--- config.mk ---
export PLATFORM = sky130hd
export DESIGN_NAME = rgb_to_hsv_converter
export DESIGN_NICKNAME = d
export VERILOG_FILES = /design/src/hw/rtl/rhc_pkg.sv /design/src/hw/rtl/rgb_to_hsv_converter.sv
export SDC_FILE = /design/constraint.sdc
export NUM_CORES = 1
export LEC_CHECK = 0
export ABC_AREA = 1
export BUFFER_PORTS_ARGS = -buffer_cell sky130_fd_sc_hd__buf_2
export CORE_ASPECT_RATIO = 0.8
export CORE_MARGIN = 5
export CORE_UTILIZATION = 60
export CTS_CLUSTER_SIZE = 28
export DETAILED_ROUTE_END_ITERATION = 10
export MAX_ROUTING_LAYER = met4
export PLACE_DENSITY = 0.77
export SLEW_MARGIN = 0
export SYNTH_ARGS = -nofsm -noshare
export SYNTH_HDL_FRONTEND = slang
export SYNTH_SLANG_ARGS = --single-unit
--- constraint.sdc ---
create_clock -name clk -period 6.4 [get_ports clk]
set_input_delay 1.28 -clock clk [delete_from_list [all_inputs] [get_ports clk]]
set_output_delay 1.28 -clock clk [all_outputs]
set_load 0.03 [all_outputs]
--- src/hw/rtl/rhc_pkg.sv ---
// ----------------------------------------------------------------------------
// rhc_pkg: shared types for the RGB to HSV converter
// Word formats of the pixel input and result channels, plus the widths of
// the divider datapath.
// ----------------------------------------------------------------------------
package rhc_pkg;

  localparam int CHAN_W = 8;

  // Saturation dividend 255*delta fits in 16 bits, its divisor is max (8 bits).
  localparam int SAT_REM_W = 16;
  localparam int SAT_DIV_W = 8;

  // Hue numerator lies below 6*delta <= 1530, so 11 bits; times 255 it fits 19.
  localparam int HUE_NUM_W = 11;
  localparam int HUE_REM_W = 19;
  localparam int HUE_DIV_W = 11;

  // Both quotients are known to stay below 256.
  localparam int QUO_W = 8;

  typedef struct packed {
    logic [CHAN_W-1:0] red_in;
    logic [CHAN_W-1:0] green_in;
    logic [CHAN_W-1:0] blue_in;
    logic [CHAN_W-1:0] alpha_in;
  } pixel_in_t;

  typedef struct packed {
    logic [CHAN_W-1:0] hue_out;
    logic [CHAN_W-1:0] saturation_out;
    logic [CHAN_W-1:0] value_out;
    logic [CHAN_W-1:0] alpha_out;
  } pixel_out_t;

endpackage

--- src/hw/rtl/rgb_to_hsv_converter.sv ---
// ----------------------------------------------------------------------------
// rgb_to_hsv_converter: 8-bit RGBA to 8-bit HSV plus alpha
// Fully pipelined converter with two restoring dividers, one quotient bit
// per stage, for saturation and hue.
// ----------------------------------------------------------------------------
// Usage:
// A pixel word is presented on in_pixel and taken at a rising edge where
// start is high and busy is low. The pipeline carries no state between
// pixels, so busy is held low and a new word may be started every cycle.
// Each result word appears on out_pixel for exactly one cycle, marked by
// out_valid. Throughput is one word per clock. The pipeline is made of
// the three front stages (min/max, operand select, scaling by 255) plus
// eight divider stages, one per quotient bit, eleven registers in all.
// Words leave in the order they entered.
// The synchronous active-low reset clears all stage valid bits, so no stale
// word can emerge after reset; data registers are not reset.
// The receiver cannot stall: a result word must be taken when out_valid is
// high, and the pipeline never holds back.
// ----------------------------------------------------------------------------
module rgb_to_hsv_converter (
  input  logic                 clk,
  input  logic                 rst_n,
  input  logic                 start,
  output logic                 busy,
  input  rhc_pkg::pixel_in_t   in_pixel,
  output logic                 out_valid,
  output rhc_pkg::pixel_out_t  out_pixel
);

  localparam int NDIV = rhc_pkg::QUO_W;

  // Stage 1: channel maximum and minimum plus the hue sector flags.
  typedef struct packed {
    logic [rhc_pkg::CHAN_W-1:0] red;
    logic [rhc_pkg::CHAN_W-1:0] green;
    logic [rhc_pkg::CHAN_W-1:0] blue;
    logic [rhc_pkg::CHAN_W-1:0] alpha;
    logic [rhc_pkg::CHAN_W-1:0] max_v;
    logic [rhc_pkg::CHAN_W-1:0] min_v;
    logic                       red_max;
    logic                       green_max;
    logic                       green_lt_blue;
  } s1_t;

  // Stage 2: delta, hue numerator and both divisors.
  typedef struct packed {
    logic [rhc_pkg::CHAN_W-1:0]    alpha;
    logic [rhc_pkg::CHAN_W-1:0]    max_v;
    logic [rhc_pkg::CHAN_W-1:0]    delta;
    logic [rhc_pkg::HUE_NUM_W-1:0] hue_num;
    logic [rhc_pkg::SAT_DIV_W-1:0] sat_div;
    logic [rhc_pkg::HUE_DIV_W-1:0] hue_div;
  } s2_t;

  // Divider stages: partial remainders and quotients travel together.
  typedef struct packed {
    logic [rhc_pkg::CHAN_W-1:0]    alpha;
    logic [rhc_pkg::CHAN_W-1:0]    max_v;
    logic [rhc_pkg::SAT_REM_W-1:0] sat_rem;
    logic [rhc_pkg::SAT_DIV_W-1:0] sat_div;
    logic [rhc_pkg::QUO_W-1:0]     sat_quo;
    logic [rhc_pkg::HUE_REM_W-1:0] hue_rem;
    logic [rhc_pkg::HUE_DIV_W-1:0] hue_div;
    logic [rhc_pkg::QUO_W-1:0]     hue_quo;
  } div_t;

  logic  in_take;
  s1_t   s1_r, s1_nxt;
  logic  s1_vld_r;
  s2_t   s2_r, s2_nxt;
  logic  s2_vld_r;
  div_t  stg_r   [0:NDIV];
  div_t  stg_nxt [0:NDIV];
  logic  vld_r   [0:NDIV];

  // The pipeline never backs up, so it is always ready for a word.
  assign busy    = 1'b0;
  assign in_take = start && !busy;

  // Stage 1: compare channels. Red wins ties, then green.
  always_comb begin
    logic [rhc_pkg::CHAN_W-1:0] r, g, b;
    r = in_pixel.red_in;
    g = in_pixel.green_in;
    b = in_pixel.blue_in;
    s1_nxt.red   = r;
    s1_nxt.green = g;
    s1_nxt.blue  = b;
    s1_nxt.alpha = in_pixel.alpha_in;
    s1_nxt.red_max       = (r >= g) && (r >= b);
    s1_nxt.green_max     = !s1_nxt.red_max && (g >= b);
    s1_nxt.green_lt_blue = g < b;
    if (s1_nxt.red_max) begin
      s1_nxt.max_v = r;
    end else if (s1_nxt.green_max) begin
      s1_nxt.max_v = g;
    end else begin
      s1_nxt.max_v = b;
    end
    if ((r <= g) && (r <= b)) begin
      s1_nxt.min_v = r;
    end else if (g <= b) begin
      s1_nxt.min_v = g;
    end else begin
      s1_nxt.min_v = b;
    end
  end

  // Stage 2: the hue numerator base*delta + diff always lands in [0, 6*delta),
  // so it is formed modulo 2^11 and the wrap of a negative diff cancels out.
  always_comb begin
    logic [rhc_pkg::HUE_NUM_W-1:0] d, d2, d4, d6, r, g, b;
    d  = rhc_pkg::HUE_NUM_W'(s1_r.max_v - s1_r.min_v);
    d2 = d << 1;
    d4 = d << 2;
    d6 = d4 + d2;
    r  = rhc_pkg::HUE_NUM_W'(s1_r.red);
    g  = rhc_pkg::HUE_NUM_W'(s1_r.green);
    b  = rhc_pkg::HUE_NUM_W'(s1_r.blue);
    s2_nxt.alpha = s1_r.alpha;
    s2_nxt.max_v = s1_r.max_v;
    s2_nxt.delta = s1_r.max_v - s1_r.min_v;
    if (s1_r.red_max) begin
      s2_nxt.hue_num = s1_r.green_lt_blue ? (d6 + g - b) : (g - b);
    end else if (s1_r.green_max) begin
      s2_nxt.hue_num = d2 + b - r;
    end else begin
      s2_nxt.hue_num = d4 + r - g;
    end
    // A grey or black pixel has a zero dividend; a divisor of one then
    // yields the required zero quotient.
    s2_nxt.sat_div = (s1_r.max_v == '0) ? rhc_pkg::SAT_DIV_W'(1) : s1_r.max_v;
    s2_nxt.hue_div = (d == '0) ? rhc_pkg::HUE_DIV_W'(1) : d6;
  end

  // Stage 3 scales both dividends by 255 as x*256 - x. Divider stage k then
  // settles quotient bit NDIV-k of both divisions. Each dividend is below
  // 256 times its divisor, so eight bits suffice.
  always_comb begin
    logic [rhc_pkg::SAT_REM_W-1:0] sd, sat_sh;
    logic [rhc_pkg::HUE_REM_W-1:0] hn, hue_sh;
    sd = rhc_pkg::SAT_REM_W'(s2_r.delta);
    hn = rhc_pkg::HUE_REM_W'(s2_r.hue_num);
    stg_nxt[0].alpha   = s2_r.alpha;
    stg_nxt[0].max_v   = s2_r.max_v;
    stg_nxt[0].sat_rem = (sd << 8) - sd;
    stg_nxt[0].sat_div = s2_r.sat_div;
    stg_nxt[0].sat_quo = '0;
    stg_nxt[0].hue_rem = (hn << 8) - hn;
    stg_nxt[0].hue_div = s2_r.hue_div;
    stg_nxt[0].hue_quo = '0;
    for (int k = 1; k <= NDIV; k++) begin
      sat_sh = rhc_pkg::SAT_REM_W'(stg_r[k-1].sat_div) << (NDIV - k);
      hue_sh = rhc_pkg::HUE_REM_W'(stg_r[k-1].hue_div) << (NDIV - k);
      stg_nxt[k] = stg_r[k-1];
      if (stg_r[k-1].sat_rem >= sat_sh) begin
        stg_nxt[k].sat_rem           = stg_r[k-1].sat_rem - sat_sh;
        stg_nxt[k].sat_quo[NDIV - k] = 1'b1;
      end
      if (stg_r[k-1].hue_rem >= hue_sh) begin
        stg_nxt[k].hue_rem           = stg_r[k-1].hue_rem - hue_sh;
        stg_nxt[k].hue_quo[NDIV - k] = 1'b1;
      end
    end
  end

  // Data registers, no reset.
  always_ff @(posedge clk) begin
    s1_r <= s1_nxt;
    s2_r <= s2_nxt;
    for (int i = 0; i <= NDIV; i++) begin
      stg_r[i] <= stg_nxt[i];
    end
  end

  // Valid bits follow their data through every stage.
  always_ff @(posedge clk) begin
    if (!rst_n) begin
      s1_vld_r <= 1'b0;
      s2_vld_r <= 1'b0;
      for (int i = 0; i <= NDIV; i++) begin
        vld_r[i] <= 1'b0;
      end
    end else begin
      s1_vld_r <= in_take;
      s2_vld_r <= s1_vld_r;
      vld_r[0] <= s2_vld_r;
      for (int i = 1; i <= NDIV; i++) begin
        vld_r[i] <= vld_r[i-1];
      end
    end
  end

  assign out_valid                = vld_r[NDIV];
  assign out_pixel.hue_out        = stg_r[NDIV].hue_quo;
  assign out_pixel.saturation_out = stg_r[NDIV].sat_quo;
  assign out_pixel.value_out      = stg_r[NDIV].max_v;
  assign out_pixel.alpha_out      = stg_r[NDIV].alpha;

  // A word in the first stage always reaches the output.
  a_pipe_flow: assert property (@(posedge clk) disable iff (!rst_n)
    s1_vld_r |-> ##10 out_valid)
    else $error("word lost in the pipeline");

  // Hue of a full turn never reaches 255.
  a_hue_range: assert property (@(posedge clk) disable iff (!rst_n)
    out_valid |-> out_pixel.hue_out != 8'hFF)
    else $error("hue quotient out of range");

  // Black gives zero saturation.
  a_black_sat: assert property (@(posedge clk) disable iff (!rst_n)
    (out_valid && out_pixel.value_out == '0) |-> out_pixel.saturation_out == '0)
    else $error("nonzero saturation for black");

  // Zero saturation means a grey pixel, whose hue must be zero.
  a_grey_hue: assert property (@(posedge clk) disable iff (!rst_n)
    (out_valid && out_pixel.saturation_out == '0) |-> out_pixel.hue_out == '0)
    else $error("nonzero hue for grey");

endmodule

==> metrics <==
status finished clean; most frequent cells in the layout dfxtp_1 (764), inv_1 (472), nand2_1 (465), ha_1 (237), nor2_1 (206); Num CTS Buffers between 70 and 80; Vias/cell 5.18; grt ovf 0; CTS Hold Buffers Added 0; cell type with the largest total area after synthesis dfxtp_1; largest family of logic cells by synthesized area simple AND/OR/NAND/NOR gates; CTS tree done; xor-xnor portion of the synthesized cell area 0.0451; warnings from Yosys 0; Tmin final 4.73 ns; critical path class flop to flop; I/O pins 69; clk buf depth 3; H-tree lvl count 3; Die Area about 0.053 mm^2; Critical Path Fanout Max 6; skew final 0.0217 ns; Min-Delay Path Class flop to flop; RSZ-0062 raised after global routing false; synth top area cells dfxtp_1 (52%), ha_1 (10%), inv_1 (6.0%); row count 72; Clock Latency Late Sink 0.62 ns; worst rel slew slack 0.253; Post-Syn Area 0.0293 mm^2; sequential share of the synthesized area 0.521; I/O Buffers 67; Post-Synth Adder-Cell Area 0.128; # DRC 0; Routed WL per cell 14.8 um; first-pass GRT wire length 98.1 mm; drt initial violations around 1200; Final Wtd Congestion around 0.88; Worst EP required ~7.0 ns; fin crit share 0.739; number of global-route vias before repair 20450; Top FF cell, synth dfxtp_1; Synth cell types 74; Max Cap Viol 0; GRT Overall Usage 0.225; syn nets 3453; Routed WL 58.0 mm; Synth Area in Compound Gates 0.101; root buf cell clkbuf_16; initial antenna violation count 0; post-synthesis simple-gate area fraction 0.134; die height 208 um; Max Slew Vio Count 0; DP HPWL 43.7 mm; endpoints failing hold 0; Syn Area/Cell 9.34 um^2; Final TNS setup 0 ns; nets@finish 3553; EDFF count, synth 0; share of layout cells above drive strength 1 0.0843; CTS sink cnt 764; Pre-Repair DR Iteration Count 6; final setup fails 0; Crit. End Element flop; Routed Antenna Nets 0; Post-synth ARST share 0; FMAX 211 MHz; Post-CTS Setup Inserts 0; Area growth syn-to-layout 11.4%; via count 20346; CP Launch Type flop; Slew @ Worst Pin around 1.1 ns; largest net degree at the start of global routing 31; CTS clk-pin slew, worst paths 0.06 ns; Yosys reg bits between 700 and 800; post-CTS sizing 0; core area 0.0484 mm^2; # diodes 0; Chip Width 257 um; initial core utilization 0.607; Gate Count Post-Synth 3141; Yosys top cell area share 0.521; crit path DAT approximately 5.3 ns; commonest non-fill, non-tap cell in the layout dfxtp_1; mux cell area share after synthesis 0
==> cells in the mapped netlist, types with 3 or more instances <==
master / number
a211o_1: 3
a211oi_1: 7
a21o_1: 8
a21oi_1: 205
a21oi_2: 10
a221oi_1: 4
a31oi_1: 13
buf_2: 13
buf_4: 5
buf_6: 3
clkbuf_1: 20
dfxtp_1: 764
fa_1: 40
ha_1: 237
inv_1: 472
inv_2: 5
nand2_1: 465
nand2_2: 10
nand2_4: 4
nand3_1: 84
nand3_2: 4
nand3b_1: 6
nand4_1: 21
nor2_1: 206
nor2_2: 10
nor3_1: 37
nor3b_1: 3
nor4_1: 22
o211ai_1: 7
o21a_1: 3
o21ai_0: 186
o21ai_1: 18
o21ai_2: 16
o21bai_1: 8
o22ai_1: 3
o31ai_1: 7
or2_2: 14
or4_1: 6
xnor2_1: 66
xor2_1: 85
==> worst max-delay path: stages (launching register included) <==
cell	delay (ns)
dfxtp_1	0.33
inv_1	0.06
ha_1	0.21
fa_1	0.40
xnor2_1	0.61
inv_1	0.20
fa_1	0.57
inv_1	0.07
fa_1	0.44
ha_1	0.36
a21oi_1	0.15
nand2_1	0.10
a21oi_1	0.20
nor2_1	0.08
o21ai_0	0.15
nand2_1	0.11
nand2_1	0.07
nand2_1	0.05
a21oi_1	0.16
inv_1	0.06
nand3_1	0.07
nand3_1	0.08
a21oi_1	0.13
==> final cells by class <==
type,count,area [um^2]
Clock buffer,99,2080
Clock inverter,30,359
Fill cell,3683,15700
Inverter,480,1800
Multi-Input combinational cell,1854,12000
Sequential cell,764,15300
Tap cell,629,787
Timing Repair Buffer,69,350
==> flip-flops by register name, indices dropped and copies added, names as in the netlist <==
name	cells
s1_r	51
s1_vld_r	1
s2_r	54
s2_vld_r	1
stg_r	648
vld_r	9
==> cells by family after synthesis <==
logic type,after synthesis
AO/OA/AOI/OAI,520
XOR/XNOR,151
adder cells (fa/ha/maj),277
buffers and inverters,523
flip-flops,764
other,1
AND/OR/NAND/NOR,905
==> metrics by stage <==
stage / area [um^2] / utilization / cells / hold slack (ns) / setup slack, ns
after global routing: 32700 / 0.676 / 3925 / 0.323 / 1.36
final: 32700 / 0.676 / 3925 / 0.319 / 1.67
after detailed placement: 30200 / 0.625 / 3796 / 0.312 / 1.71
after CTS: 32700 / 0.676 / 3925 / 0.314 / 1.73
after floorplan: 29300 / - / 3141 / 0.310 / 2.30
after global placement: 30200 / 0.625 / 3796 / 0.310 / 1.79
==> per-layer routing <==
| metal | vias to the layer above | GRT usage | wire, um |
|---|---|---|---|
| met5 | - | - | 0 |
| met4 | 0 | 0.0698 | 1670 |
| met3 | 144 | 0.0383 | 2610 |
| li1 | 10338 | - | - |
| met1 | 9340 | 0.291 | 26600 |
| met2 | 524 | 0.364 | 27100 |
==> final timing paths <==
kind / from / to / slack (ns) / cells past startpoint
min: stg_r[1][165] / stg_r[2][79] / 0.32 / 0
min reg2reg: stg_r[1][165] / stg_r[2][79] / 0.32 / 0
max: s1_r[11] / s2_r[29] / 1.67 / 22
max reg2reg: s1_r[11] / s2_r[29] / 1.67 / 22
Power is left out: the tool's default activity adds up to more than one toggle a clock period on the data nets, which glitch-free logic cannot reach.
